==> src/hdl/ckwe_pkg.sv <==
// Shared types, constants and distance function for the chroma key window edge block.
package ckwe_pkg;

  localparam int MAX_WIDTH = 4096;
  localparam int ADDR_W    = $clog2(MAX_WIDTH);
  localparam int COMP_W    = 8;
  localparam int PIX_W     = 3 * COMP_W;
  localparam int DIST_W    = 10;
  localparam int FW_W      = 13;
  localparam int CFG_IDX_W = 3;

  typedef enum logic [CFG_IDX_W-1:0] {
    REG_TARGET_FIRST    = 3'd0,
    REG_TARGET_SECOND   = 3'd1,
    REG_TARGET_THIRD    = 3'd2,
    REG_THRESHOLD_LEVEL = 3'd3,
    REG_FRAME_WIDTH     = 3'd4
  } cfg_reg_t;

  // per-pixel control that rides along the window pipeline
  typedef struct packed {
    logic emit;   // pixel completes a window
    logic last;   // pixel sits in the last column of its row
  } win_ctl_t;

  function automatic logic [COMP_W-1:0] abs_diff(input logic [COMP_W-1:0] a,
                                                 input logic [COMP_W-1:0] b);
    abs_diff = (a > b) ? (a - b) : (b - a);
  endfunction

  // sum of absolute component differences, 0..765
  function automatic logic [DIST_W-1:0] key_distance(input logic [PIX_W-1:0]  px,
                                                     input logic [COMP_W-1:0] ta,
                                                     input logic [COMP_W-1:0] tb,
                                                     input logic [COMP_W-1:0] tc);
    key_distance = DIST_W'(abs_diff(px[COMP_W-1:0], ta))
                 + DIST_W'(abs_diff(px[2*COMP_W-1:COMP_W], tb))
                 + DIST_W'(abs_diff(px[3*COMP_W-1:2*COMP_W], tc));
  endfunction

endpackage

==> src/hdl/ckwe_edge_calc.sv <==
// Window distance register stage and min/max threshold edge logic.
module ckwe_edge_calc (
  input  logic                          clk,
  input  logic                          load,
  input  logic [ckwe_pkg::PIX_W-1:0]    upl_px,
  input  logic [ckwe_pkg::PIX_W-1:0]    up_px,
  input  logic [ckwe_pkg::PIX_W-1:0]    left_px,
  input  logic [ckwe_pkg::PIX_W-1:0]    cur_px,
  input  logic [ckwe_pkg::COMP_W-1:0]   target_first,
  input  logic [ckwe_pkg::COMP_W-1:0]   target_second,
  input  logic [ckwe_pkg::COMP_W-1:0]   target_third,
  input  logic [ckwe_pkg::DIST_W-1:0]   threshold_level,
  input  ckwe_pkg::win_ctl_t            ctl_in,
  output ckwe_pkg::win_ctl_t            ctl_out,
  output logic [ckwe_pkg::DIST_W-1:0]   edge_value
);

  logic [ckwe_pkg::DIST_W-1:0] key_dist [4];
  logic [ckwe_pkg::DIST_W-1:0] mx01, mn01, mx23, mn23, mx, mn;

  always_ff @(posedge clk) begin
    if (load) begin
      key_dist[0] <= ckwe_pkg::key_distance(upl_px, target_first, target_second, target_third);
      key_dist[1] <= ckwe_pkg::key_distance(up_px, target_first, target_second, target_third);
      key_dist[2] <= ckwe_pkg::key_distance(left_px, target_first, target_second, target_third);
      key_dist[3] <= ckwe_pkg::key_distance(cur_px, target_first, target_second, target_third);
      ctl_out <= ctl_in;
    end
  end

  always_comb begin
    mx01 = (key_dist[1] > key_dist[0]) ? key_dist[1] : key_dist[0];
    mn01 = (key_dist[1] < key_dist[0]) ? key_dist[1] : key_dist[0];
    mx23 = (key_dist[3] > key_dist[2]) ? key_dist[3] : key_dist[2];
    mn23 = (key_dist[3] < key_dist[2]) ? key_dist[3] : key_dist[2];
    mx   = (mx23 > mx01) ? mx23 : mx01;
    mn   = (mn23 < mn01) ? mn23 : mn01;
    // edge only when the window straddles the threshold
    if (mx >= threshold_level && mn < threshold_level) begin
      edge_value = mx - mn;
    end else begin
      edge_value = '0;
    end
  end

endmodule

==> config.mk <==
export PLATFORM = sky130hd
export DESIGN_NAME = ckwe_edge_calc
export DESIGN_NICKNAME = d
export VERILOG_FILES = /design/src/hdl/ckwe_pkg.sv /design/src/hdl/ckwe_edge_calc.sv
export SDC_FILE = /design/constraint.sdc
export NUM_CORES = 1
export LEC_CHECK = 0
export BUFFER_PORTS_ARGS = -buffer_cell sky130_fd_sc_hd__buf_4
export CAP_MARGIN = 10
export CORE_MARGIN = 8
export CORE_UTILIZATION = 35
export DETAILED_ROUTE_END_ITERATION = 16
export SYNTH_ARGS = -nofsm -noshare
export SYNTH_HDL_FRONTEND = slang
export SYNTH_SLANG_ARGS = --single-unit
==> constraint.sdc <==
create_clock -name clk -period 14.6 [get_ports clk]
set_input_delay 1.46 -clock clk [delete_from_list [all_inputs] [get_ports clk]]
set_output_delay 1.46 -clock clk [all_outputs]
set_load 0.005 [all_outputs]
; ---- After elaboration in Yosys (flattened, before gate mapping)
; Memory sizes are Yosys's and may differ from the RTL's.
; Index checks and enable logic that the tools add are counted.
[word_totals]
ram_bits = 40
elab_cells = 78
inputBits = 134
ff_bits = 2
out_inout_bits = 12
n_memories = 1
[op_classes]
muxes = 21
reduce_logical = 1
addsub = 33
order_cmp = 20
[memory_table]
columns = name, depth, width, rd, rd_clocked_by_memory_dff, wr, line
row1 = key_dist, 4, 10, 4, 0, 4, ckwe_edge_calc.sv:18  ; logic [ckwe_pkg::DIST_W-1:0] key_dist [4];
[ops]
columns = operator, count
row1 = $sub A8 B8 Y8, 24
row2 = $gt A8 B8 Y1, 12
row3 = $mux W8, 12
row4 = $mux W10, 7
row5 = $add A9 B8 Y10, 4
row6 = $lt A10 B10 Y1, 4
row7 = $add A8 B8 Y9, 4
row8 = $gt A10 B10 Y1, 3
row9 = $ge A10 B10 Y1, 1
row10 = $sub A10 B10 Y10, 1
row11 = $mux W1, 2
row12 = $logic_and A1 B1 Y1, 1

; ---- Depth between registers and ports, before layout
[logic_depth]
word_depth = 7
mapped_depth = 29
ltp_nobuf = 28

; ---- Least setup slack after synthesis
; No wires, ideal clock.
[synth_timing]
path_kind = register -> output
startpoint = memory key_dist[3][5] (netlist bit)
endpoint = output port edge_value[9] (netlist bit)
path_stages_with_launch = 28
required_ps = 13140
slack_ps = 7746
n_path_buf = 3
t_arrival_ps = 5394
path_cell_list = edfxtp_1 > ha_1 > a21oi_1 > o21ai_2 > a2111oi_4 > nor2_1 > clkbuf_1 > nand2_1 > o21ai_0 > ha_1 > nand4_1 > nor3_1 > nand3_1 > o211a_1 > or2_1 > buf_6 > buf_6 > a21oi_1 > ha_1 > a21o_1 > a21o_1 > a21o_1 > a21o_1 > a31oi_1 > o21ai_0 > xnor2_1 > a21oi_1 > nor3b_2
[synth_rtl]
columns = element, line
row1 = from (decl), ckwe_edge_calc.sv:18
row2 = to (decl), ckwe_edge_calc.sv:15  ; output logic [ckwe_pkg::DIST_W-1:0] edge_value

==> flow_metrics.py <==
metrics = {
    "place": {
        "io_buffers": 145,
        "post-dp-hpwl_mm": 32.4,
        "routabilityCongestion": 0.916,
    },
    "global_routing": {
        "gr-max-usage-layer": "met2",
        "grtUsageMet1_pct": 20.5,
        "use_met3_pct": 1.38,
        "grt_max_degree": 43,
        "antenna_found_initial": 0,
        "first_global_vias": 11100,
        "track_usage_pct": 16.5,
        "use_met2_pct": 29.7,
        "grt_overflow": 0,
        "grt_pass1_wl_mm": 57.9,
    },
    "die": {
        "start_util_pct": 35.4,
        "core-area_um2": 36500,
        "num_io_pins": 146,
        "dieArea_um2": 43300,
        "die_h_um": 208,
        "fp-row-count": 70,
        "die_w_um": 208,
    },
    "hold_path": {
        "hp-start": "ctl_in[1]",
        "hold_path.class": "input port to register",
        "whs_path_depth": 1,
    },
    "sta": {
        "period_needed_ns": 8.67,
        "max_slew_margin_pct": 33.9,
        "rsz0062_at_grt": "false",
        "finalHoldViolations": 0,
        "period_share_pct": 59.4,
        "final_max_slew_viol_count": 0,
        "fmax_mhz": 115,
        "setup_tns_ns": 0,
        "finalSetupViolations": 0,
        "worstMarginPinSlew_ns": 0.987,
    },
    "clock_tree": {
        "postCtsHoldBufs": 0,
        "numCtsBuffers": 5,
        "cts_tree": "yes",
        "cts.sinks": 42,
        "cts_resized": 0,
        "cts_max_level": 2,
        "path_clk_slew_ns": 0.07,
        "cts_setup_buffers": 0,
        "cts_root_buffer": "clkbuf_16",
        "clockBufferDepth": 2,
    },
    "synth": {
        "synthAdderAreaFrac_pct": 35.9,
        "syn-cell-area_um2": 12900,
        "synth_edf_count": 42,
        "synthXorXnorAreaFrac_pct": 7.18,
        "synth_largest_area_cell": "ha_1",
        "synthCells": 1529,
        "synth-seq-cells": 42,
        "yosysWarnings": 0,
        "synth_top_area_share_pct": 26.4,
        "synthDistinctLibCells": 59,
        "avgSynthCellArea_um2": 8.45,
        "synth_nets": 1997,
        "synth_top_family_by_area": "adder cells",
        "synth.area.top_cells": "ha_1, edfxtp_1, fa_1, mux2i_1, inv_1",
        "synth_seq_area_share_pct": 9.76,
        "ys.flop_type": "edfxtp_1",
        "synthArstFlopShare_pct": 0,
        "synthMuxAreaShare_pct": 9.67,
        "synthSimpleGateAreaFrac_pct": 9.37,
        "synth_compound_area_share_pct": 19.3,
    },
    "setup_path": {
        "cp_common_cell": "a21o_1",
        "required_ns": 13.14,
        "crit_type": "register to output pin",
        "critPathSlowestCell": "a2111oi_4",
        "cp_slowest_stage_delay_ns": 0.85,
        "crit_arrival_ns": 7.21,
        "crit_fanout": 17,
        "end_kind": "output pin",
        "crit_start": "key_dist[3][5]",
        "start_kind": "register",
    },
    "routing": {
        "routed_wl_mm": 37.0,
        "drt.antenna.violating_nets": 0,
        "vias": 10900,
        "via_per_inst": 5.11,
        "wl_per_cell_um": 17.4,
        "first_pass_iters": 5,
        "drc_errors": 0,
        "drt_first_iter_violations": 555,
    },
    "finish": {
        "fillCellCount": 3626,
        "multi_input_area_um2": 10500,
        "area_growth_pct": 13.5,
        "drive_above_1_share_pct": 11.5,
        "final_core_util_pct": 40.2,
        "final_common_cell": "ha_1",
        "regArea_um2": 1260,
        "layout_common_cells": "ha_1, inv_1, buf_4",
        "fin_nets": 2124,
        "diodes": 0,
    },
    "outcome": {
        "status": "complete, no violations",
    },
    "run": {
        "max-cap-violations": 0,
    },
}
-- path summary, 6_finish.rpt --
path / slack (ns) / to
min: 1.34 / ctl_out[1]
max: 5.93 / edge_value[9]
-- critical path, delay by kind of cell, from the launching register on --
| family | cells | cell delay [ns] |
|---|---|---|
| compound gates | 15 | 3.82 |
| xor+xnor | 1 | 0.21 |
| fa+ha+maj | 3 | 1.00 |
| buf+inv | 1 | 0.15 |
| flops | 1 | 0.41 |
| simple gates | 5 | 1.31 |
-- Yosys cell counts (all sizes together) (5+ instances only) --
cell and number:
a21o 65, a21oi 133, o21ai 79, nor3 9
o21a 13, a211o 7, nand2b 22, nor2b 27
xor2 44, nor2 43, clkbuf 24, fa 61
and3 5, mux2 20, nand4 24, a211oi 15
nand2 76, inv 267, and2 5, o22a 8
nand3 13, a31oi 9, a221oi 20, o21bai 12
edfxtp 42, xnor2 62, and4 6, buf 6
ha 273, mux2i 102
-- area by class of cell --
type / instances / share of cell area (%)
Clock buffer: 5 / 0.853
Tap cell: 468 / 3.99
Multi-Input combinational cell: 1190 / 71.7
Timing Repair Buffer: 150 / 7.68
Sequential cell: 42 / 8.60
Inverter: 267 / 6.83
Clock inverter: 3 / 0.333
-- metal layers --
metal,vias up,wire length (um)
met1,5014,16600
li1,5538,-
met2,253,18100
met4,0,1040
met3,57,1300
met5,-,0
-- flip-flops by register name, summed over array words and instances (netlist names) --
name / count
key_dist: 40
ctl_out: 2
-- through the flow --
step | cells | setup WS (ns) | area, um^2 | hold slack (ns)
finish | 2125 | 5.93 | 14700 | 1.34
global route | 2125 | 5.50 | 14700 | 1.33
CTS | 2125 | 6.02 | 14700 | 1.34
detailed placement | 2117 | 6.36 | 14500 | 1.64
global placement | 2117 | 6.52 | 14500 | 1.64
floorplan | 1529 | 7.75 | 12900 | 1.56
-- cells by family after synthesis --
group	after synthesis
AO/OA/AOI/OAI	388
XOR/XNOR	106
adder cells (fa/ha/maj)	334
buffers and inverters	297
flip-flops	42
multiplexers	122
AND/OR/NAND/NOR	240
Power is left out: the tool's default activity adds up to more than one toggle a clock period on the data nets, which glitch-free logic cannot reach.
